### config.mk
export PLATFORM = sky130hd
export DESIGN_NAME = ipv4_next_hop_lookup_unit
export DESIGN_NICKNAME = d
export VERILOG_FILES = /design/src/design/ipv4nh_pkg.sv /design/src/design/ipv4_next_hop_lookup_unit.sv /design/src/design/ipv4nh_ctrl.sv /design/src/design/ipv4nh_datapath.sv
export SDC_FILE = /design/constraint.sdc
export NUM_CORES = 2
export LEC_CHECK = 0
export BUFFER_PORTS_ARGS = -buffer_cell sky130_fd_sc_hd__clkbuf_2
export CAP_MARGIN = 40
export CORE_MARGIN = 2
export CORE_UTILIZATION = 50
export DETAILED_ROUTE_END_ITERATION = 8
export MAX_ROUTING_LAYER = met4
export PLACE_DENSITY = 0.66
export SYNTH_ARGS = -nofsm -noshare
export SYNTH_HDL_FRONTEND = slang
export SYNTH_SLANG_ARGS = --single-unit
### constraint.sdc
create_clock -name clk_i -period 11.18 [get_ports clk_i]
set_input_delay 0 -clock clk_i [delete_from_list [all_inputs] [get_ports clk_i]]
set_output_delay 0 -clock clk_i [all_outputs]
set_load 0.02 [all_outputs]
### src/design/ipv4nh_pkg.sv
// Shared constants, codes and controller/datapath interface types for the
// IPv4 next-hop lookup unit. No dependencies.
`timescale 1ns / 1ps
`default_nettype none

package ipv4nh_pkg;

  localparam int IFACE_DEPTH = 4;
  localparam int ROUTE_DEPTH = 16;
  localparam int ARP_DEPTH   = 16;

  localparam int ACTION_W  = 2;
  localparam int SLOT_W    = 4;
  localparam int IP_W      = 32;
  localparam int PORT_W    = 2;
  localparam int MAC_W     = 48;
  localparam int TTL_W     = 8;
  localparam int STATUS_W  = 3;

  localparam int IFACE_CNT_W = 3;
  localparam int ROUTE_CNT_W = 5;
  localparam int ARP_CNT_W   = 5;
  localparam int CFG_IDX_W   = 2;
  localparam int CFG_DATA_W  = 5;

  localparam int IIDX_W = $clog2(IFACE_DEPTH);
  localparam int RIDX_W = $clog2(ROUTE_DEPTH);
  localparam int AIDX_W = $clog2(ARP_DEPTH);

  localparam int SCAN_MAX_A = (ROUTE_DEPTH > ARP_DEPTH) ? ROUTE_DEPTH : ARP_DEPTH;
  localparam int SCAN_MAX   = (IFACE_DEPTH > SCAN_MAX_A) ? IFACE_DEPTH : SCAN_MAX_A;
  localparam int IDX_W      = $clog2(SCAN_MAX + 1);

  localparam logic [ACTION_W-1:0] ACT_LOOKUP    = 2'd0;
  localparam logic [ACTION_W-1:0] ACT_WR_IFACE  = 2'd1;
  localparam logic [ACTION_W-1:0] ACT_WR_ROUTE  = 2'd2;
  localparam logic [ACTION_W-1:0] ACT_WR_ARP    = 2'd3;

  localparam logic [STATUS_W-1:0] ST_LOCAL   = 3'd0;
  localparam logic [STATUS_W-1:0] ST_FORWARD = 3'd1;
  localparam logic [STATUS_W-1:0] ST_TTL     = 3'd2;
  localparam logic [STATUS_W-1:0] ST_NOROUTE = 3'd3;
  localparam logic [STATUS_W-1:0] ST_NOARP   = 3'd4;

  localparam logic [CFG_IDX_W-1:0] CFG_IFACE_COUNT = 2'd0;
  localparam logic [CFG_IDX_W-1:0] CFG_ROUTE_COUNT = 2'd1;
  localparam logic [CFG_IDX_W-1:0] CFG_ARP_COUNT   = 2'd2;

  typedef enum logic [1:0] {
    TBL_IFACE,
    TBL_ROUTE,
    TBL_ARP
  } tbl_sel_e;

  typedef struct packed {
    logic                take_lookup;
    logic                take_write;
    tbl_sel_e            sel;
    logic                clr_idx;
    logic                inc_idx;
    logic                load_res;
    logic [STATUS_W-1:0] res_status;
  } dp_cmd_t;

  typedef struct packed {
    logic idx_end;
    logic iface_hit;
    logic ttl_low;
    logic best_valid;
    logic arp_found;
  } dp_stat_t;

endpackage

`default_nettype wire

### src/design/ipv4_next_hop_lookup_unit.sv
// IPv4 next-hop lookup unit: a write item loads one entry of the interface,
// route or ARP table and gives no result. A lookup item scans the interfaces
// in use one entry per cycle (stopping early on a local hit), then the routes
// in use and the ARP entries in use, and presents its single result in the
// following cycle; a low TTL ends it after the interface scan and a missing
// route after the route scan. Each table has a single read port, stepped by
// one shared scan index. One transaction is in flight at a time. Counts are
// to be written on the configuration channel only while idle; the block
// itself does not enforce this. Depends on ipv4nh_pkg, ipv4nh_ctrl and
// ipv4nh_datapath.
`timescale 1ns / 1ps
`default_nettype none

module ipv4_next_hop_lookup_unit
  import ipv4nh_pkg::*;
(
  input  wire logic                  clk_i,
  input  wire logic                  rst_ni,
  input  wire logic                  cfg_valid_i,
  output logic                       cfg_ready_o,
  input  wire logic [CFG_IDX_W-1:0]  cfg_index_i,
  input  wire logic [CFG_DATA_W-1:0] cfg_data_i,
  input  wire logic                  in_valid_i,
  output logic                       in_ready_o,
  input  wire logic [ACTION_W-1:0]   action_i,
  input  wire logic [SLOT_W-1:0]     slot_i,
  input  wire logic [IP_W-1:0]       address_i,
  input  wire logic [IP_W-1:0]       mask_i,
  input  wire logic [IP_W-1:0]       gateway_i,
  input  wire logic [PORT_W-1:0]     port_i,
  input  wire logic [MAC_W-1:0]      mac_i,
  input  wire logic [TTL_W-1:0]      ttl_i,
  output logic                       out_valid_o,
  input  wire logic                  out_ready_i,
  output logic [STATUS_W-1:0]        status_o,
  output logic [PORT_W-1:0]          out_port_o,
  output logic [SLOT_W-1:0]          route_slot_o,
  output logic [MAC_W-1:0]           next_mac_o,
  output logic [TTL_W-1:0]           new_ttl_o
);

  dp_cmd_t  cmd;
  dp_stat_t stat;

  assign cfg_ready_o = 1'b1;

  ipv4nh_ctrl u_ctrl (
    .clk_i       (clk_i),
    .rst_ni      (rst_ni),
    .in_valid_i  (in_valid_i),
    .action_i    (action_i),
    .in_ready_o  (in_ready_o),
    .out_valid_o (out_valid_o),
    .out_ready_i (out_ready_i),
    .stat_i      (stat),
    .cmd_o       (cmd)
  );

  ipv4nh_datapath u_datapath (
    .clk_i        (clk_i),
    .rst_ni       (rst_ni),
    .cfg_we_i     (cfg_valid_i && cfg_ready_o),
    .cfg_index_i  (cfg_index_i),
    .cfg_data_i   (cfg_data_i),
    .action_i     (action_i),
    .slot_i       (slot_i),
    .address_i    (address_i),
    .mask_i       (mask_i),
    .gateway_i    (gateway_i),
    .port_i       (port_i),
    .mac_i        (mac_i),
    .ttl_i        (ttl_i),
    .cmd_i        (cmd),
    .stat_o       (stat),
    .status_o     (status_o),
    .out_port_o   (out_port_o),
    .route_slot_o (route_slot_o),
    .next_mac_o   (next_mac_o),
    .new_ttl_o    (new_ttl_o)
  );

endmodule

`default_nettype wire

### src/design/ipv4nh_ctrl.sv
// Lookup sequencer: walks the interface, route and ARP scans and hands
// commands to the datapath. Depends on ipv4nh_pkg.
`timescale 1ns / 1ps
`default_nettype none

module ipv4nh_ctrl
  import ipv4nh_pkg::*;
(
  input  wire logic                clk_i,
  input  wire logic                rst_ni,
  input  wire logic                in_valid_i,
  input  wire logic [ACTION_W-1:0] action_i,
  output logic                     in_ready_o,
  output logic                     out_valid_o,
  input  wire logic                out_ready_i,
  input  wire dp_stat_t            stat_i,
  output dp_cmd_t                  cmd_o
);

  localparam logic [2:0] S_IDLE  = 3'd0;
  localparam logic [2:0] S_IFACE = 3'd1;
  localparam logic [2:0] S_ROUTE = 3'd2;
  localparam logic [2:0] S_ARP   = 3'd3;
  localparam logic [2:0] S_DONE  = 3'd4;

  logic [2:0] state_q, state_d;

  always_ff @(posedge clk_i or negedge rst_ni) begin
    if (!rst_ni) begin
      state_q <= S_IDLE;
    end else begin
      state_q <= state_d;
    end
  end

  always_comb begin
    state_d     = state_q;
    cmd_o       = '0;
    cmd_o.sel   = TBL_IFACE;
    in_ready_o  = 1'b0;
    out_valid_o = 1'b0;
    unique case (state_q)
      S_IDLE: begin
        in_ready_o = 1'b1;
        if (in_valid_i) begin
          if (action_i == ACT_LOOKUP) begin
            cmd_o.take_lookup = 1'b1;
            state_d           = S_IFACE;
          end else begin
            cmd_o.take_write = 1'b1;
          end
        end
      end
      S_IFACE: begin
        cmd_o.sel = TBL_IFACE;
        if (stat_i.idx_end) begin
          if (stat_i.ttl_low) begin
            cmd_o.load_res   = 1'b1;
            cmd_o.res_status = ST_TTL;
            state_d          = S_DONE;
          end else begin
            cmd_o.clr_idx = 1'b1;
            state_d       = S_ROUTE;
          end
        end else if (stat_i.iface_hit) begin
          cmd_o.load_res   = 1'b1;
          cmd_o.res_status = ST_LOCAL;
          state_d          = S_DONE;
        end else begin
          cmd_o.inc_idx = 1'b1;
        end
      end
      S_ROUTE: begin
        cmd_o.sel = TBL_ROUTE;
        if (stat_i.idx_end) begin
          if (!stat_i.best_valid) begin
            cmd_o.load_res   = 1'b1;
            cmd_o.res_status = ST_NOROUTE;
            state_d          = S_DONE;
          end else begin
            cmd_o.clr_idx = 1'b1;
            state_d       = S_ARP;
          end
        end else begin
          cmd_o.inc_idx = 1'b1;
        end
      end
      S_ARP: begin
        cmd_o.sel = TBL_ARP;
        if (stat_i.idx_end) begin
          cmd_o.load_res   = 1'b1;
          cmd_o.res_status = stat_i.arp_found ? ST_FORWARD : ST_NOARP;
          state_d          = S_DONE;
        end else begin
          cmd_o.inc_idx = 1'b1;
        end
      end
      S_DONE: begin
        out_valid_o = 1'b1;
        if (out_ready_i) begin
          state_d = S_IDLE;
        end
      end
      default: begin
        state_d = S_IDLE;
      end
    endcase
  end

endmodule

`default_nettype wire

### src/design/ipv4nh_datapath.sv
// Table storage, count registers, scan index, match logic and result
// registers of the next-hop lookup. Depends on ipv4nh_pkg.
`timescale 1ns / 1ps
`default_nettype none

module ipv4nh_datapath
  import ipv4nh_pkg::*;
(
  input  wire logic                  clk_i,
  input  wire logic                  rst_ni,
  input  wire logic                  cfg_we_i,
  input  wire logic [CFG_IDX_W-1:0]  cfg_index_i,
  input  wire logic [CFG_DATA_W-1:0] cfg_data_i,
  input  wire logic [ACTION_W-1:0]   action_i,
  input  wire logic [SLOT_W-1:0]     slot_i,
  input  wire logic [IP_W-1:0]       address_i,
  input  wire logic [IP_W-1:0]       mask_i,
  input  wire logic [IP_W-1:0]       gateway_i,
  input  wire logic [PORT_W-1:0]     port_i,
  input  wire logic [MAC_W-1:0]      mac_i,
  input  wire logic [TTL_W-1:0]      ttl_i,
  input  wire dp_cmd_t               cmd_i,
  output dp_stat_t                   stat_o,
  output logic [STATUS_W-1:0]        status_o,
  output logic [PORT_W-1:0]          out_port_o,
  output logic [SLOT_W-1:0]          route_slot_o,
  output logic [MAC_W-1:0]           next_mac_o,
  output logic [TTL_W-1:0]           new_ttl_o
);

  logic [IP_W-1:0]   iface_ip_q      [IFACE_DEPTH];
  logic [IP_W-1:0]   route_prefix_q  [ROUTE_DEPTH];
  logic [IP_W-1:0]   route_netmask_q [ROUTE_DEPTH];
  logic [IP_W-1:0]   route_gw_q      [ROUTE_DEPTH];
  logic [PORT_W-1:0] route_port_q    [ROUTE_DEPTH];
  logic [IP_W-1:0]   arp_ip_q        [ARP_DEPTH];
  logic [MAC_W-1:0]  arp_mac_q       [ARP_DEPTH];

  logic [IFACE_CNT_W-1:0] iface_cnt_q;
  logic [ROUTE_CNT_W-1:0] route_cnt_q;
  logic [ARP_CNT_W-1:0]   arp_cnt_q;

  logic [IDX_W-1:0]  idx_q;
  logic [IP_W-1:0]   addr_q;
  logic [TTL_W-1:0]  ttl_q;
  logic              best_valid_q;
  logic [IP_W-1:0]   best_mask_q;
  logic [RIDX_W-1:0] best_idx_q;
  logic [IP_W-1:0]   best_gw_q;
  logic [PORT_W-1:0] best_port_q;
  logic              arp_found_q;
  logic [MAC_W-1:0]  hop_mac_q;

  logic [IDX_W-1:0]  n_iface, n_route, n_arp, n_sel;
  logic [RIDX_W-1:0] ridx;
  logic [AIDX_W-1:0] aidx;
  logic [IP_W-1:0]   arp_key;
  logic              route_hit, arp_hit;

  assign n_iface = (32'(iface_cnt_q) > IFACE_DEPTH) ? IDX_W'(IFACE_DEPTH)
                                                    : IDX_W'(iface_cnt_q);
  assign n_route = (32'(route_cnt_q) > ROUTE_DEPTH) ? IDX_W'(ROUTE_DEPTH)
                                                    : IDX_W'(route_cnt_q);
  assign n_arp   = (32'(arp_cnt_q) > ARP_DEPTH) ? IDX_W'(ARP_DEPTH)
                                                : IDX_W'(arp_cnt_q);

  always_comb begin
    case (cmd_i.sel)
      TBL_IFACE: n_sel = n_iface;
      TBL_ROUTE: n_sel = n_route;
      TBL_ARP:   n_sel = n_arp;
      default:   n_sel = '0;
    endcase
  end

  assign ridx    = idx_q[RIDX_W-1:0];
  assign aidx    = idx_q[AIDX_W-1:0];
  assign arp_key = (best_gw_q == '0) ? addr_q : best_gw_q;

  assign route_hit = ((addr_q & route_netmask_q[ridx]) == route_prefix_q[ridx]) &&
                     (route_netmask_q[ridx] > best_mask_q);
  assign arp_hit   = (arp_ip_q[aidx] == arp_key);

  assign stat_o.idx_end    = (idx_q >= n_sel);
  assign stat_o.iface_hit  = (iface_ip_q[idx_q[IIDX_W-1:0]] == addr_q);
  assign stat_o.ttl_low    = (ttl_q < TTL_W'(2));
  assign stat_o.best_valid = best_valid_q;
  assign stat_o.arp_found  = arp_found_q;

  always_ff @(posedge clk_i or negedge rst_ni) begin
    if (!rst_ni) begin
      iface_cnt_q <= '0;
      route_cnt_q <= '0;
      arp_cnt_q   <= '0;
    end else if (cfg_we_i) begin
      unique case (cfg_index_i)
        CFG_IFACE_COUNT: iface_cnt_q <= cfg_data_i[IFACE_CNT_W-1:0];
        CFG_ROUTE_COUNT: route_cnt_q <= cfg_data_i[ROUTE_CNT_W-1:0];
        CFG_ARP_COUNT:   arp_cnt_q   <= cfg_data_i[ARP_CNT_W-1:0];
        default: ;
      endcase
    end
  end

  always_ff @(posedge clk_i or negedge rst_ni) begin
    if (!rst_ni) begin
      for (int i = 0; i < IFACE_DEPTH; i++) iface_ip_q[i] <= '0;
      for (int i = 0; i < ROUTE_DEPTH; i++) begin
        route_prefix_q[i]  <= '0;
        route_netmask_q[i] <= '0;
        route_gw_q[i]      <= '0;
        route_port_q[i]    <= '0;
      end
      for (int i = 0; i < ARP_DEPTH; i++) begin
        arp_ip_q[i]  <= '0;
        arp_mac_q[i] <= '0;
      end
    end else if (cmd_i.take_write) begin
      unique case (action_i)
        ACT_WR_IFACE: begin
          if (32'(slot_i) < IFACE_DEPTH) iface_ip_q[slot_i[IIDX_W-1:0]] <= address_i;
        end
        ACT_WR_ROUTE: begin
          if (32'(slot_i) < ROUTE_DEPTH) begin
            route_prefix_q[slot_i[RIDX_W-1:0]]  <= address_i;
            route_netmask_q[slot_i[RIDX_W-1:0]] <= mask_i;
            route_gw_q[slot_i[RIDX_W-1:0]]      <= gateway_i;
            route_port_q[slot_i[RIDX_W-1:0]]    <= port_i;
          end
        end
        ACT_WR_ARP: begin
          if (32'(slot_i) < ARP_DEPTH) begin
            arp_ip_q[slot_i[AIDX_W-1:0]]  <= address_i;
            arp_mac_q[slot_i[AIDX_W-1:0]] <= mac_i;
          end
        end
        default: ;
      endcase
    end
  end

  always_ff @(posedge clk_i or negedge rst_ni) begin
    if (!rst_ni) begin
      idx_q        <= '0;
      best_valid_q <= 1'b0;
      arp_found_q  <= 1'b0;
    end else begin
      if (cmd_i.take_lookup || cmd_i.clr_idx) begin
        idx_q <= '0;
      end else if (cmd_i.inc_idx) begin
        idx_q <= idx_q + IDX_W'(1);
      end
      if (cmd_i.take_lookup) begin
        best_valid_q <= 1'b0;
        arp_found_q  <= 1'b0;
      end else if (cmd_i.inc_idx) begin
        if (cmd_i.sel == TBL_ROUTE && route_hit) best_valid_q <= 1'b1;
        if (cmd_i.sel == TBL_ARP && arp_hit)     arp_found_q  <= 1'b1;
      end
    end
  end

  always_ff @(posedge clk_i) begin
    if (cmd_i.take_lookup) begin
      addr_q      <= address_i;
      ttl_q       <= ttl_i;
      best_mask_q <= '0;
      best_idx_q  <= '0;
      best_gw_q   <= '0;
      best_port_q <= '0;
      hop_mac_q   <= '0;
    end else if (cmd_i.inc_idx) begin
      if (cmd_i.sel == TBL_ROUTE && route_hit) begin
        best_mask_q <= route_netmask_q[ridx];
        best_idx_q  <= ridx;
        best_gw_q   <= route_gw_q[ridx];
        best_port_q <= route_port_q[ridx];
      end
      if (cmd_i.sel == TBL_ARP && arp_hit) begin
        hop_mac_q <= arp_mac_q[aidx];
      end
    end
  end

  always_ff @(posedge clk_i) begin
    if (cmd_i.load_res) begin
      status_o     <= cmd_i.res_status;
      out_port_o   <= '0;
      route_slot_o <= '0;
      next_mac_o   <= '0;
      new_ttl_o    <= '0;
      unique case (cmd_i.res_status)
        ST_LOCAL: begin
          out_port_o <= idx_q[PORT_W-1:0];
        end
        ST_NOARP: begin
          out_port_o   <= best_port_q;
          route_slot_o <= SLOT_W'(best_idx_q);
        end
        ST_FORWARD: begin
          out_port_o   <= best_port_q;
          route_slot_o <= SLOT_W'(best_idx_q);
          next_mac_o   <= hop_mac_q;
          new_ttl_o    <= ttl_q - TTL_W'(1);
        end
        default: ;
      endcase
    end
  end

endmodule

`default_nettype wire

==> flow_summary_export.csv <==
group,metric,value,unit
status,status,"finished clean",
timing,clock_skew,47.6,ps
layout,drive_gt1_share,50.0,%
power,seqPwrFrac,43.4,%
die,rows,197,
timing,drv_slew,0,
grt,grt_util_all_layers,27.9,%
routing,routedWlPerCell,29.2,microns
die,dieArea,295000,sq um
power,p_sw_share,28.4,%
worst_setup_path,critical_path_required,11950,ps
place,io_buffers,238,
min_path,worstHoldStart,"mac_i[38]",
synthesis,yosys_most_used_dff,"dfrtp_1",
synthesis,ys_ff_latch,3222,
cts,clk_pin_slew,60,ps
grt,grt_max_degree,181,
place,routabilityCongestion,0.848,
cts,hold_buffers,196,
synthesis,synthTopCellsByArea,"dfrtp_1 (52%), mux2_2 (23%), mux4_2 (12%)",
timing,slew_headroom,25.6,%
power,power_density,206,nW/um^2
min_path,worstHoldPathType,"input port to flip-flop",
timing,period_needed,6550,ps
power,irDropWorstVdd,0.220,mV
die,die_h,543,microns
cts,cts_tree,"yes",
layout,area_growth,12.9,%
cts,cts-resized-gates,0,
timing,tns,0,ps
die,die_w,543,microns
synthesis,avgSynthCellArea,15.8,sq um
synthesis,synth_area,145000,sq um
power,p_comb_share,22.7,%
cts,cts_setup_buffers,0,
power,p_switching,9.60,mW
worst_setup_path,worstSetupStartpointType,"flip-flop",
synthesis,synth.distinct_cells,73,
routing,wl,396000,microns
routing,first_pass_iters,6,
synthesis,async_reset_ff_share,93.1,%
cts,cts-root-buf,"clkbuf_16",
worst_setup_path,startpoint,"u_datapath.idx_q[1]",
routing,drc_errors,0,
grt,grt_antenna_before_repair,56,
timing,rsz0062_at_grt,"no",
die,pin_count,240,
cts,clkLatencyLatePin,930,ps
worst_setup_path,cp.arrival,7310,ps
grt,grt_pass1_wl,594000,microns
die,core,289000,sq um
worst_setup_path,endpoint_kind,"flip-flop",
grt,grt.overflow.total,0,
layout,fin_nets,9584,
routing,avgViaCountPerCell,6.11,
routing,antenna_left,0,
worst_setup_path,critical_path_class,"flip-flop to flip-flop",
cts,cts_buffers,344,
routing,vias,82900,
synthesis,synth_fp_nets,9404,
run,maxCapViolations,0,
layout,nFillCells,22100,
power,p_int,24.2,mW
grt,grt_pass1_vias,88500,
cts,cts.htree.levels,5,
power,leakage,75.6,nW
timing,finalCritPeriodShare,58.6,%
cts,cts.path.max_buffers,4,
synthesis,yosysWarnings,0,
cts,cts.sinks,3222,
timing,worst_pin_slew,1120,ps
layout,fin_util,56.8,%
synthesis,yosysSeqAreaShare,55.5,%
die,initial_utilization,50.3,%
synthesis,synth.top_cell.area_share,51.7,%
worst_setup_path,r2r_slack,4630,ps
timing,fmax,0.153,GHz
synthesis,syn_inst,9193,
worst_setup_path,crit_fanout,107,
synthesis,yosysTopAreaCell,"dfrtp_1",
timing,finalHoldViolations,0,
timing,setup_viol,0,
power,clockPowerShare,33.9,%
power,power,33.8,mW
worst_setup_path,rr_startpoint,"u_datapath.idx_q[1]",
routing,drt_iter0_drc,6627,
place,dp.final_hpwl,230000,microns
synthesis,synth_edf_count,105,
==> flip-flops by register name, indices dropped and copies added, names as in the netlist, 8 cells and up <==
name	count
u_datapath.arp_mac_q	768
u_datapath.arp_ip_q	512
u_datapath.route_gw_q	512
u_datapath.route_netmask_q	512
u_datapath.route_prefix_q	512
u_datapath.iface_ip_q	128
u_datapath.hop_mac_q	48
u_datapath.next_mac_o	48
u_datapath.addr_q	32
u_datapath.best_gw_q	32
u_datapath.best_mask_q	32
u_datapath.route_port_q	32
u_datapath.new_ttl_o	8
u_datapath.ttl_q	8
==> critical path, cell delays in order (launching register included) <==
cell and delay [ps]:
dfrtp_4 780, buf_12 620, buf_4 670, buf_4 630, mux4_2 410, mux4_2 490
xnor2_1 140, nor4_1 850, and4_1 410, nand4_1 260, buf_4 390, buf_4 420
mux2i_1 200
==> area by class of cell <==
class	count	area, sq um	share of cell area (%)
clock inverter	95	1170	0.714
sequential	3222	80600	49.1
clock buffer	515	10100	6.16
tap	3880	4850	2.96
inverter	47	176	0.108
antenna	37	92.6	0.0565
timing repair buffer	643	6070	3.70
multi-input combinational	5115	61000	37.2
==> worst paths after layout <==
kind | to | depth (start not counted)
hold reg to reg | u_datapath.hop_mac_q[6] | 2
setup / recovery | u_datapath.hop_mac_q[21] | 12
min in group asynchronous | u_datapath.route_gw_q[106] | 4
max in group asynchronous | u_datapath.arp_ip_q[8] | 6
hold / removal | u_datapath.arp_mac_q[566] | 3
setup reg to reg | u_datapath.hop_mac_q[21] | 12
==> placed cells by master (no fill, tap or decap), types with 35 or more instances in the layout <==
cell type      count
nor2b_1           44
dlygate4sd3_1    195
mux2_2          2995
buf_16            40
buf_12            43
diode_2           37
mux2i_1          289
mux4_2           792
clkbuf_1          92
a211oi_1          40
clkbuf_16        350
dfxtp_1          118
nor2_1            35
edfxtp_1         105
buf_4            127
ha_1              39
a21oi_1          100
nand2_1          309
xnor2_1           77
clkbuf_2         237
clkinv_2          53
clkbuf_8          73
inv_1             44
dfrtp_1         2994
and3_1            50
==> cells by family after synthesis <==
group           share of synthesized area [%]
other cells                           0.00258
buf+inv                                  2.78
mux                                      37.5
simple gates                             1.98
flops                                    55.5
fa+ha+maj                               0.336
xor+xnor                                0.591
compound gates                           1.35
==> power groups by stage <==
stage	Sequential, mW	Clock [mW]	Combinational [mW]
CTS	14.6	11.6	7.75
floorplan	14.5	0	5.66
global route	14.9	12.1	8.22
global placement	14.7	0	7.42
detailed placement	14.8	0	7.66
finish	14.7	11.4	7.67
==> synth_stat cells (all sizes together), types with 28 or more instances <==
cell / number
mux2i: 289
a22oi: 28
mux4: 793
and3: 50
buf: 227
nor2b: 46
ha: 39
a21oi: 100
mux2: 2995
clkbuf: 567
xnor2: 77
inv: 46
a211oi: 41
dfrtp: 2999
nand2: 313
dfxtp: 118
nor2: 61
edfxtp: 105
==> routing by layer <==
metal	share of wire [%]	global-route usage, %	vias up	wire (microns)
met5	0	-	-	0
met4	3.6	9.40	0	14400
met3	5.5	4.72	707	21700
met2	48	43.8	2155	191000
met1	43	37.0	45500	169000
li1	-	-	34500	-
==> per-stage QoR <==
stage / hold WS (ps) / area [sq um] / instances / setup WS [ps]
global route: 98.5 / 164000 / 13600 / 4550
CTS: 7.71 / 164000 / 13500 / 4660
detailed placement: 132 / 151000 / 12700 / 4670
global placement: 121 / 149000 / 12700 / 4760
floorplan: -296 / 145000 / 9193 / 5010
finish: 82.8 / 164000 / 13600 / 4630
Power figures use the tool's default switching activity.
